--- src/hw/rtl/stf_pkg.sv ---
// shared types and constants of the source table rate filter
package stf_pkg;

  localparam int MAC_W      = 48;
  localparam int STAMP_W    = 32;
  localparam int LEN_W      = 12;
  localparam int PCOUNT_W   = 8;
  localparam int OP_W       = 3;
  localparam int GAP_W      = 20;
  localparam int SLOT_OUT_W = 6;
  localparam int KEPT_W     = 8;
  localparam int USE_W      = 6;
  localparam int CFG_IDX_W  = 1;
  localparam int CFG_DATA_W = 48;

  localparam logic [LEN_W-1:0] MIN_FRAME_LEN = 12'd16;
  localparam logic [GAP_W-1:0] MIN_GAP_RESET = 20'd10000;

  // request operation codes
  localparam logic [OP_W-1:0] OP_FRAME      = 3'd0;
  localparam logic [OP_W-1:0] OP_ROUTER     = 3'd1;
  localparam logic [OP_W-1:0] OP_DISCONNECT = 3'd2;
  localparam logic [OP_W-1:0] OP_LIST_BEGIN = 3'd3;
  localparam logic [OP_W-1:0] OP_PEER       = 3'd4;

  // configuration register indexes
  localparam logic [CFG_IDX_W-1:0] CFG_MIN_GAP = 1'd0;
  localparam logic [CFG_IDX_W-1:0] CFG_OWN_MAC = 1'd1;

endpackage

--- src/hw/rtl/stf_ifs.sv ---
// channel interfaces of the source table rate filter

interface stf_in_if;
  logic                            valid;
  logic                            ready;
  logic [stf_pkg::OP_W-1:0]        op;
  logic [stf_pkg::MAC_W-1:0]       mac;
  logic [stf_pkg::STAMP_W-1:0]     stamp_us;
  logic [stf_pkg::LEN_W-1:0]       frame_len;
  logic [stf_pkg::PCOUNT_W-1:0]    peer_count;
  modport source (output valid, op, mac, stamp_us, frame_len, peer_count, input ready);
  modport sink   (input valid, op, mac, stamp_us, frame_len, peer_count, output ready);
endinterface

interface stf_out_if;
  logic                            valid;
  logic                            ready;
  logic                            forward;
  logic [stf_pkg::SLOT_OUT_W-1:0]  slot;
  logic [stf_pkg::KEPT_W-1:0]      kept_len;
  logic [stf_pkg::USE_W-1:0]       sources_in_use;
  logic                            list_rejected;
  modport source (output valid, forward, slot, kept_len, sources_in_use, list_rejected,
                  input ready);
  modport sink   (input valid, forward, slot, kept_len, sources_in_use, list_rejected,
                  output ready);
endinterface

interface stf_cfg_if;
  logic                            valid;
  logic                            ready;
  logic [stf_pkg::CFG_IDX_W-1:0]   index;
  logic [stf_pkg::CFG_DATA_W-1:0]  data;
  modport source (output valid, index, data, input ready);
  modport sink   (input valid, index, data, output ready);
endinterface

--- src/hw/rtl/source_table_rate_filter.sv ---
// source table rate filter: top level with the slot memories and the scan sequencer
//
// usage:
//   in_req  carries one request: frame seen, router joined, disconnect, begin peer
//           list or peer entry. it is taken when valid and ready are both high.
//   out_rsp returns exactly one result per request, in request order.
//   cfg_wr  writes min_gap_us (index 0) or own_mac (index 1); it is always ready; it must
//           only be written while no request is in flight, the block does not enforce it.
// request flow:
//   a frame request walks the slot table, one slot per cycle, through the read port
//   of the address and time memories until the first matching slot or the last used
//   slot; short frames and all other requests go straight to the result stage.
//   one request is in work at a time; the next is taken the cycle after the last result moved into the output register.
// reset:
//   rst_n resets the state, table count, router state, list flag, own_mac, valid flags and min_gap_us;
//   the memories and payload registers are not cleared, slots at or above the count are never read.
// stall:
//   while out_rsp is stalled the output register holds; one more request can be
//   worked and then waits in the result stage until the output register frees.
module source_table_rate_filter #(
  parameter int PEER_SLOTS = 32,
  parameter int KEEP_BYTES = 128
) (
  input  logic       clk,
  input  logic       rst_n,
  stf_in_if.sink     in_req,
  stf_out_if.source  out_rsp,
  stf_cfg_if.sink    cfg_wr
);
  import stf_pkg::*;

  localparam int TABLE_SLOTS = PEER_SLOTS + 1;
  localparam int SLOT_W      = $clog2(TABLE_SLOTS);
  localparam int CNT_W       = $clog2(TABLE_SLOTS + 1);
  localparam logic [CNT_W-1:0]      TABLE_SLOTS_C = CNT_W'(TABLE_SLOTS);
  localparam logic [PCOUNT_W:0]     PEER_LIMIT    = (PCOUNT_W + 1)'(PEER_SLOTS);
  localparam logic [LEN_W-1:0]      KEEP_LEN      = LEN_W'(KEEP_BYTES);

  typedef enum logic [2:0] {
    ST_IDLE = 3'b001,
    ST_SCAN = 3'b010,
    ST_DONE = 3'b100
  } stf_state_t;

  // slot memories
  logic [MAC_W-1:0]   addr_mem [TABLE_SLOTS];
  logic [STAMP_W-1:0] time_mem [TABLE_SLOTS];

  stf_state_t state_r, state_nxt;

  // control state
  logic [CNT_W-1:0]  entry_count_r, entry_count_nxt;
  logic              associated_r, associated_nxt;
  logic              list_ignored_r, list_ignored_nxt;
  logic [MAC_W-1:0]  router_addr_r, router_addr_nxt;
  logic [GAP_W-1:0]  min_gap_r;
  logic [MAC_W-1:0]  own_mac_r;

  // scan state
  logic [CNT_W-1:0]  idx_r, idx_nxt;
  logic              chk_valid_r, chk_valid_nxt;
  logic [SLOT_W-1:0] chk_idx_r, chk_idx_nxt;
  logic [MAC_W-1:0]  mac_r;
  logic [STAMP_W-1:0] stamp_r;
  logic [LEN_W-1:0]  flen_r;

  // memory read port
  logic              rd_en;
  logic [SLOT_W-1:0] rd_idx;
  logic [MAC_W-1:0]  addr_q_r;
  logic [STAMP_W-1:0] time_q_r;

  // memory write port
  logic               wr_addr_en, wr_time_en;
  logic [SLOT_W-1:0]  wr_idx;
  logic [MAC_W-1:0]   wr_addr_data;
  logic [STAMP_W-1:0] wr_time_data;

  // result stage
  logic              res_fwd_r, res_fwd_nxt;
  logic [SLOT_W-1:0] res_slot_r, res_slot_nxt;
  logic [KEPT_W-1:0] res_kept_r, res_kept_nxt;

  // output register
  logic              out_valid_r, out_valid_nxt;
  logic              out_fwd_r;
  logic [SLOT_OUT_W-1:0] out_slot_r;
  logic [KEPT_W-1:0] out_kept_r;
  logic [USE_W-1:0]  out_use_r;
  logic              out_rej_r;

  logic              in_fire, out_load;
  logic              hit;
  logic [STAMP_W-1:0] gap;
  logic [LEN_W-1:0]  kept_full;

  assign in_req.ready = (state_r == ST_IDLE);
  assign in_fire      = in_req.valid && in_req.ready;
  assign cfg_wr.ready = 1'b1;

  assign out_load = (state_r == ST_DONE) && (!out_valid_r || out_rsp.ready);

  // slot compare and wrapping gap of the slot read last cycle
  assign hit       = chk_valid_r && (addr_q_r == mac_r);
  assign gap       = stamp_r - time_q_r;
  assign kept_full = (flen_r < KEEP_LEN) ? flen_r : KEEP_LEN;

  always_comb begin
    state_nxt        = state_r;
    entry_count_nxt  = entry_count_r;
    associated_nxt   = associated_r;
    list_ignored_nxt = list_ignored_r;
    router_addr_nxt  = router_addr_r;
    idx_nxt          = idx_r;
    chk_valid_nxt    = 1'b0;
    chk_idx_nxt      = chk_idx_r;
    res_fwd_nxt      = res_fwd_r;
    res_slot_nxt     = res_slot_r;
    res_kept_nxt     = res_kept_r;
    rd_en            = 1'b0;
    rd_idx           = idx_r[SLOT_W-1:0];
    wr_addr_en       = 1'b0;
    wr_time_en       = 1'b0;
    wr_idx           = '0;
    wr_addr_data     = in_req.mac;
    wr_time_data     = '0;

    case (state_r)
      ST_IDLE: begin
        if (in_fire) begin
          res_fwd_nxt  = 1'b0;
          res_slot_nxt = '0;
          res_kept_nxt = '0;
          idx_nxt      = '0;
          state_nxt    = ST_DONE;
          case (in_req.op)
            OP_FRAME: begin
              if (in_req.frame_len >= MIN_FRAME_LEN) begin
                state_nxt = ST_SCAN;
              end
            end
            OP_ROUTER: begin
              associated_nxt  = 1'b1;
              router_addr_nxt = in_req.mac;
              wr_addr_en      = 1'b1;
              wr_time_en      = 1'b1;
              if (entry_count_r == '0) begin
                entry_count_nxt = CNT_W'(1);
              end
            end
            OP_DISCONNECT: begin
              entry_count_nxt = '0;
              associated_nxt  = 1'b0;
            end
            OP_LIST_BEGIN: begin
              if ({1'b0, in_req.peer_count} > PEER_LIMIT) begin
                list_ignored_nxt = 1'b1;
              end else begin
                list_ignored_nxt = 1'b0;
                entry_count_nxt  = '0;
                if (associated_r) begin
                  // router stays in slot 0 and keeps its time
                  wr_addr_en      = 1'b1;
                  wr_addr_data    = router_addr_r;
                  entry_count_nxt = CNT_W'(1);
                end
              end
            end
            OP_PEER: begin
              if (!list_ignored_r && (in_req.mac != own_mac_r) &&
                  !(associated_r && (in_req.mac == router_addr_r)) &&
                  (entry_count_r < TABLE_SLOTS_C)) begin
                wr_addr_en      = 1'b1;
                wr_time_en      = 1'b1;
                wr_idx          = entry_count_r[SLOT_W-1:0];
                entry_count_nxt = entry_count_r + CNT_W'(1);
              end
            end
            default: begin
            end
          endcase
        end
      end
      ST_SCAN: begin
        if (hit) begin
          // first matching slot ends the scan
          res_slot_nxt = chk_idx_r;
          if (gap >= STAMP_W'(min_gap_r)) begin
            res_fwd_nxt  = 1'b1;
            res_kept_nxt = kept_full[KEPT_W-1:0];
            wr_time_en   = 1'b1;
            wr_idx       = chk_idx_r;
            wr_time_data = stamp_r;
          end
          state_nxt = ST_DONE;
        end else if (idx_r < entry_count_r) begin
          rd_en         = 1'b1;
          chk_valid_nxt = 1'b1;
          chk_idx_nxt   = idx_r[SLOT_W-1:0];
          idx_nxt       = idx_r + CNT_W'(1);
        end else if (!chk_valid_r) begin
          state_nxt = ST_DONE;
        end
      end
      ST_DONE: begin
        if (out_load) begin
          state_nxt = ST_IDLE;
        end
      end
      default: begin
        state_nxt = ST_IDLE;
      end
    endcase
  end

  always_comb begin
    out_valid_nxt = out_valid_r;
    if (out_load) begin
      out_valid_nxt = 1'b1;
    end else if (out_rsp.ready) begin
      out_valid_nxt = 1'b0;
    end
  end

  // slot memories: one write and one registered read per cycle
  always_ff @(posedge clk) begin
    if (wr_addr_en) begin
      addr_mem[wr_idx] <= wr_addr_data;
    end
    if (wr_time_en) begin
      time_mem[wr_idx] <= wr_time_data;
    end
    if (rd_en) begin
      addr_q_r <= addr_mem[rd_idx];
      time_q_r <= time_mem[rd_idx];
    end
  end

  always_ff @(posedge clk) begin
    if (!rst_n) begin
      state_r        <= ST_IDLE;
      entry_count_r  <= '0;
      associated_r   <= 1'b0;
      list_ignored_r <= 1'b0;
      router_addr_r  <= '0;
      min_gap_r      <= MIN_GAP_RESET;
      own_mac_r      <= '0;
      chk_valid_r    <= 1'b0;
      out_valid_r    <= 1'b0;
    end else begin
      state_r        <= state_nxt;
      entry_count_r  <= entry_count_nxt;
      associated_r   <= associated_nxt;
      list_ignored_r <= list_ignored_nxt;
      router_addr_r  <= router_addr_nxt;
      chk_valid_r    <= chk_valid_nxt;
      out_valid_r    <= out_valid_nxt;
      if (cfg_wr.valid) begin
        case (cfg_wr.index)
          CFG_MIN_GAP: min_gap_r <= cfg_wr.data[GAP_W-1:0];
          CFG_OWN_MAC: own_mac_r <= cfg_wr.data[MAC_W-1:0];
          default: begin
          end
        endcase
      end
    end
  end

  // payload registers
  always_ff @(posedge clk) begin
    idx_r      <= idx_nxt;
    chk_idx_r  <= chk_idx_nxt;
    res_fwd_r  <= res_fwd_nxt;
    res_slot_r <= res_slot_nxt;
    res_kept_r <= res_kept_nxt;
    if (in_fire) begin
      mac_r   <= in_req.mac;
      stamp_r <= in_req.stamp_us;
      flen_r  <= in_req.frame_len;
    end
    if (out_load) begin
      out_fwd_r  <= res_fwd_r;
      out_slot_r <= SLOT_OUT_W'(res_slot_r);
      out_kept_r <= res_kept_r;
      out_use_r  <= USE_W'(entry_count_r);
      out_rej_r  <= list_ignored_r;
    end
  end

  assign out_rsp.valid          = out_valid_r;
  assign out_rsp.forward        = out_fwd_r;
  assign out_rsp.slot           = out_slot_r;
  assign out_rsp.kept_len       = out_kept_r;
  assign out_rsp.sources_in_use = out_use_r;
  assign out_rsp.list_rejected  = out_rej_r;

endmodule

--- src/flat_wrapper.sv ---
// flat-port wrapper written by rule: the top's interface ports become plain ports
module source_table_rate_filter_flat import stf_pkg::*;
#(
  parameter int PEER_SLOTS = 32,
  parameter int KEEP_BYTES = 128
)
  (clk, rst_n, in_req_valid, in_req_op, in_req_mac, in_req_stamp_us, in_req_frame_len, in_req_peer_count, in_req_ready, out_rsp_valid, out_rsp_forward, out_rsp_slot, out_rsp_kept_len, out_rsp_sources_in_use, out_rsp_list_rejected, out_rsp_ready, cfg_wr_valid, cfg_wr_index, cfg_wr_data, cfg_wr_ready);
  stf_in_if in_req_i ();
  stf_out_if out_rsp_i ();
  stf_cfg_if cfg_wr_i ();
  input  logic clk;
  input  logic rst_n;
  input wire logic [$bits(in_req_i.valid)-1:0] in_req_valid;
  input wire logic [$bits(in_req_i.op)-1:0] in_req_op;
  input wire logic [$bits(in_req_i.mac)-1:0] in_req_mac;
  input wire logic [$bits(in_req_i.stamp_us)-1:0] in_req_stamp_us;
  input wire logic [$bits(in_req_i.frame_len)-1:0] in_req_frame_len;
  input wire logic [$bits(in_req_i.peer_count)-1:0] in_req_peer_count;
  output wire logic [$bits(in_req_i.ready)-1:0] in_req_ready;
  output wire logic [$bits(out_rsp_i.valid)-1:0] out_rsp_valid;
  output wire logic [$bits(out_rsp_i.forward)-1:0] out_rsp_forward;
  output wire logic [$bits(out_rsp_i.slot)-1:0] out_rsp_slot;
  output wire logic [$bits(out_rsp_i.kept_len)-1:0] out_rsp_kept_len;
  output wire logic [$bits(out_rsp_i.sources_in_use)-1:0] out_rsp_sources_in_use;
  output wire logic [$bits(out_rsp_i.list_rejected)-1:0] out_rsp_list_rejected;
  input wire logic [$bits(out_rsp_i.ready)-1:0] out_rsp_ready;
  input wire logic [$bits(cfg_wr_i.valid)-1:0] cfg_wr_valid;
  input wire logic [$bits(cfg_wr_i.index)-1:0] cfg_wr_index;
  input wire logic [$bits(cfg_wr_i.data)-1:0] cfg_wr_data;
  output wire logic [$bits(cfg_wr_i.ready)-1:0] cfg_wr_ready;
  assign in_req_i.valid = in_req_valid;
  assign in_req_i.op = in_req_op;
  assign in_req_i.mac = in_req_mac;
  assign in_req_i.stamp_us = in_req_stamp_us;
  assign in_req_i.frame_len = in_req_frame_len;
  assign in_req_i.peer_count = in_req_peer_count;
  assign in_req_ready = in_req_i.ready;
  assign out_rsp_valid = out_rsp_i.valid;
  assign out_rsp_forward = out_rsp_i.forward;
  assign out_rsp_slot = out_rsp_i.slot;
  assign out_rsp_kept_len = out_rsp_i.kept_len;
  assign out_rsp_sources_in_use = out_rsp_i.sources_in_use;
  assign out_rsp_list_rejected = out_rsp_i.list_rejected;
  assign out_rsp_i.ready = out_rsp_ready;
  assign cfg_wr_i.valid = cfg_wr_valid;
  assign cfg_wr_i.index = cfg_wr_index;
  assign cfg_wr_i.data = cfg_wr_data;
  assign cfg_wr_ready = cfg_wr_i.ready;
  source_table_rate_filter #(.PEER_SLOTS(PEER_SLOTS), .KEEP_BYTES(KEEP_BYTES)) u_core (.clk(clk), .rst_n(rst_n), .in_req(in_req_i), .out_rsp(out_rsp_i), .cfg_wr(cfg_wr_i));
endmodule
--- config.mk ---
export PLATFORM = sky130hd
export DESIGN_NAME = source_table_rate_filter_flat
export DESIGN_NICKNAME = d
export VERILOG_FILES = /design/src/hw/rtl/stf_pkg.sv /design/src/hw/rtl/stf_ifs.sv /design/src/hw/rtl/source_table_rate_filter.sv /design/src/flat_wrapper.sv
export SDC_FILE = /design/constraint.sdc
export NUM_CORES = 2
export LEC_CHECK = 0
export BUFFER_PORTS_ARGS = -buffer_cell sky130_fd_sc_hd__buf_2
export CAP_MARGIN = 5
export CORE_MARGIN = 2
export CORE_UTILIZATION = 40
export DETAILED_ROUTE_END_ITERATION = 10
export MAX_ROUTING_LAYER = met4
export PLACE_DENSITY = 0.57
export SLEW_MARGIN = 30
export SYNTH_ARGS = -nofsm -noshare
export SYNTH_HDL_FRONTEND = slang
export SYNTH_SLANG_ARGS = --single-unit
--- constraint.sdc ---
create_clock -name clk -period 11.8 [get_ports clk]
set_input_delay 2.36 -clock clk [delete_from_list [all_inputs] [get_ports clk]]
set_output_delay 2.36 -clock clk [all_outputs]
set_load 0.05 [all_outputs]
==> qor.yml <==
syn_area_per_cell_um2: 21.0
power.total_mw: 22.2
drc: 0
worstReg2RegStart: "u_core.stamp_r[0]$_DFFE_PP_"
power_leakage_nw: 40.9
cts_root_buf: "clkbuf_16"
postRouteWirelength_um: 313000
clk_transition_reported_paths_ps: 60
drt_iter0_drc: 6865
cellPowerDensity_nw_per_um2: 167
num_rows: 198
synth_edf_count: 2861
fin_nets: 6145
ys.flop_type: "edfxtp_1"
wl_per_cell_um: 31.0
fmax_mhz: 131
pwr-share-comb_pct: 6.4
die_h_um: 545
dp_hpwl_um: 178000
synth_cells: 5580
dr.pass1.iters: 6
peakVddDrop_mv: 0.127
cts_tree: "built"
crit_fanout: 28
post_cts_buffers: 0
die_area_um2: 297000
multi_input_area_um2: 27600
viasPerCell: 5.68
status: "finished clean"
rr_worst_depth: 24
grt_start_max_net_pins: 106
post_cts_resized: 0
slew_headroom_pct: 33.3
coreArea_um2: 291000
num_vias: 57300
p_int_mw: 17.3
crit_path_end_kind: "register"
grt_first_pass_wirelength_um: 441000
hold_ws_ps: 416
yosys_warnings: 0
layout_worst_path_cycle_share_pct: 64.5
synthArstFlopShare_pct: 0
grt_pass1_vias: 57800
syn_to_final_growth_pct: 13.6
crit_type: "register to register"
setup-tns-final_ps: 0
cp.required_ps: 12280
layout_common_cells: "edfxtp_1 (2861), mux4_2 (800), nand2_1 (371)"
drive_gt1_share_pct: 27.5
layoutNonFillerInstCount: 10100
clk_latency_ps: 890
yosys.cell_types.count: 84
syn_area_um2: 117000
port_buffers: 180
ys_ff_latch: 2990
ant_nets: 0
cts_buffer_depth: 4
gr-usage-all-layers_pct: 21.7
dpl.cell_count: 9518
seq_power_share_pct: 52.6
antenna_found_initial: 12
arrival_ps: 8090
final_common_cell: "edfxtp_1"
seq_area_frac_synth_pct: 75.7
worst_pin_slew_ps: 1000
drv_slew: 0
p_sw_share_pct: 22.1
rrSetupSlack_ps: 4190
ff_latch_area_um2: 88500
grt_setup_unrepaired: "no"
cap_viol_max_count: 0
hold_start: "u_core.res_slot_r[4]$_SDFFCE_PN0P_"
initial_core_util_pct: 40.2
die_w_um: 545
min_to: "u_core.out_rsp.slot[4]$_DFFE_PP_"
overflow: 0
cts.hold.buffers_added: 0
clkPwrFrac_pct: 40.9
period_minus_slack_ps: 7610
synth_nets: 5798
switchingPower_mw: 4.91
final_util_pct: 45.7
startpoint_type: "register"
hold_depth: 0
cts-htree-levels: 5
cts_made_buffers: 303
setup_violations: 0
finalClockSkew_ps: 42.6
gp_congestion: 0.869
final-hold-violation-count: 0
fill_cells: 24600
hold_class: "register to register"
clock_sinks: 2990
r2r-end: "u_core.addr_mem[20][11]$_DFFE_PP_"
io-pin-count: 182
## synthesized netlist by cell type (15+ instances only)
master / n / area [µm²]
mux2i_1: 84 / 841
a21o_1: 15 / 113
a21oi_1: 166 / 831
and2_1: 41 / 257
nor4_1: 20 / 125
xor2_1: 58 / 508
o211ai_1: 16 / 120
edfxtp_1: 2861 / 85900
mux2_2: 46 / 518
nand3_1: 18 / 90.1
xnor2_1: 106 / 928
mux4_2: 800 / 18000
nor2_1: 64 / 240
clkbuf_1: 211 / 792
o21ai_0: 112 / 561
and3_1: 16 / 100
nand4_1: 40 / 250
buf_1: 55 / 206
dfxtp_1: 129 / 2580
inv_1: 87 / 327
nand2_1: 373 / 1400
ha_1: 60 / 751
nor3_1: 59 / 295
## flip-flops by register name, summed over array words and instances, names as in the netlist, 3 cells and up
register	count
u_core.time_mem	1056
u_core.idx_r	6
u_core.mac_r	48
u_core.res_kept_r	8
u_core.out_rsp.kept_len	8
u_core.entry_count_r	6
u_core.time_q_r	32
u_core.chk_idx_r	6
u_core.stamp_r	32
u_core.addr_mem	1584
u_core.res_slot_r	6
u_core.min_gap_r	20
u_core.addr_q_r	48
u_core.router_addr_r	48
u_core.flen_r	12
u_core.own_mac_r	48
u_core.out_rsp.sources_in_use	6
u_core.state_r	3
u_core.out_rsp.slot	6
## stage by stage
| step | setup slack [ps] | area [µm²] |
|---|---|---|
| 2_1_floorplan | 2470 | 117000 |
| 3_3_place_gp | 4240 | 123000 |
| 3_5_place_dp | 4280 | 123000 |
| 4_1_cts | 4240 | 133000 |
| 5_1_grt | 3910 | 133000 |
| 6_report | 4190 | 133000 |
## critical path: stages (launching register included)
cell and delay [ps]:
edfxtp_1 370, inv_1 150, ha_1 200, inv_1 60, fa_1 410, a21o_1 200, a221o_1 400, a41oi_2 250
and2_1 210, nor2_1 50, nor2_1 120, xnor2_1 150, ha_1 270, a21o_1 170, a221o_1 290, a221oi_1 220
o2111ai_1 180, nor3_2 360, or4b_1 680, o31ai_4 540, o21ai_2 120, buf_4 240, nor3_2 400, buf_4 450
buf_4 670
## power groups by stage
stage | clock [mW] | sequential, mW | combinational, mW
6_report | 9.08 | 11.7 | 1.43
5_1_grt | 9.64 | 11.7 | 1.52
4_1_cts | 9.24 | 11.7 | 1.46
3_5_place_dp | 0 | 11.9 | 1.45
3_3_place_gp | 0 | 11.9 | 1.44
2_1_floorplan | 0 | 11.9 | 0.921
## layout make-up
type	count	share of cell area [%]
sequential	2990	66.6
multi-input combinational	2224	20.8
clock buffer	391	6.08
tap	3900	3.67
timing repair buffer	320	1.71
clock inverter	145	0.802
inverter	88	0.258
antenna	39	0.0734
## cells by family (layout without fill, tap and decap cells)
group / Yosys count / in the layout / synth area share [%]
muxes: 930 / 930 / 16.6
DFF: 2990 / 2990 / 75.7
and+or+nand+nor: 669 / 669 / 2.59
other: 1 / 40 / 0.00321
xor gates and xnor gates: 164 / 164 / 1.23
buffers and inverters: 366 / 944 / 1.20
adders and majority gates: 61 / 61 / 0.659
AOI/OAI and AO/OA: 399 / 399 / 2.09
## worst max path at each step
stage	from	slack, ps	depth (start not counted)	to
6_report	u_core.stamp_r[0]$_DFFE_PP_	4190	24	u_core.addr_mem[20][11]$_DFFE_PP_
3_5_place_dp	u_core.stamp_r[0]$_DFFE_PP_	4280	24	u_core.addr_mem[20][20]$_DFFE_PP_
2_1_floorplan	in_req_valid	2470	7	u_core.addr_mem[11][0]$_DFFE_PP_
4_1_cts	u_core.stamp_r[0]$_DFFE_PP_	4240	24	u_core.addr_mem[20][20]$_DFFE_PP_
3_3_place_gp	u_core.stamp_r[0]$_DFFE_PP_	4240	24	u_core.addr_mem[20][22]$_DFFE_PP_
5_1_grt	u_core.stamp_r[0]$_DFFE_PP_	3910	24	u_core.addr_mem[20][20]$_DFFE_PP_
## layer usage
metal  up-vias  track usage (%)  share of wire (%)
met5         -                -                  0
met4         0             6.16                3.0
met3       470             2.62                5.8
met2      2071             34.8                 49
met1     31000             29.2                 42
li1      23800                -                  -
Power figures use the tool's default switching activity.
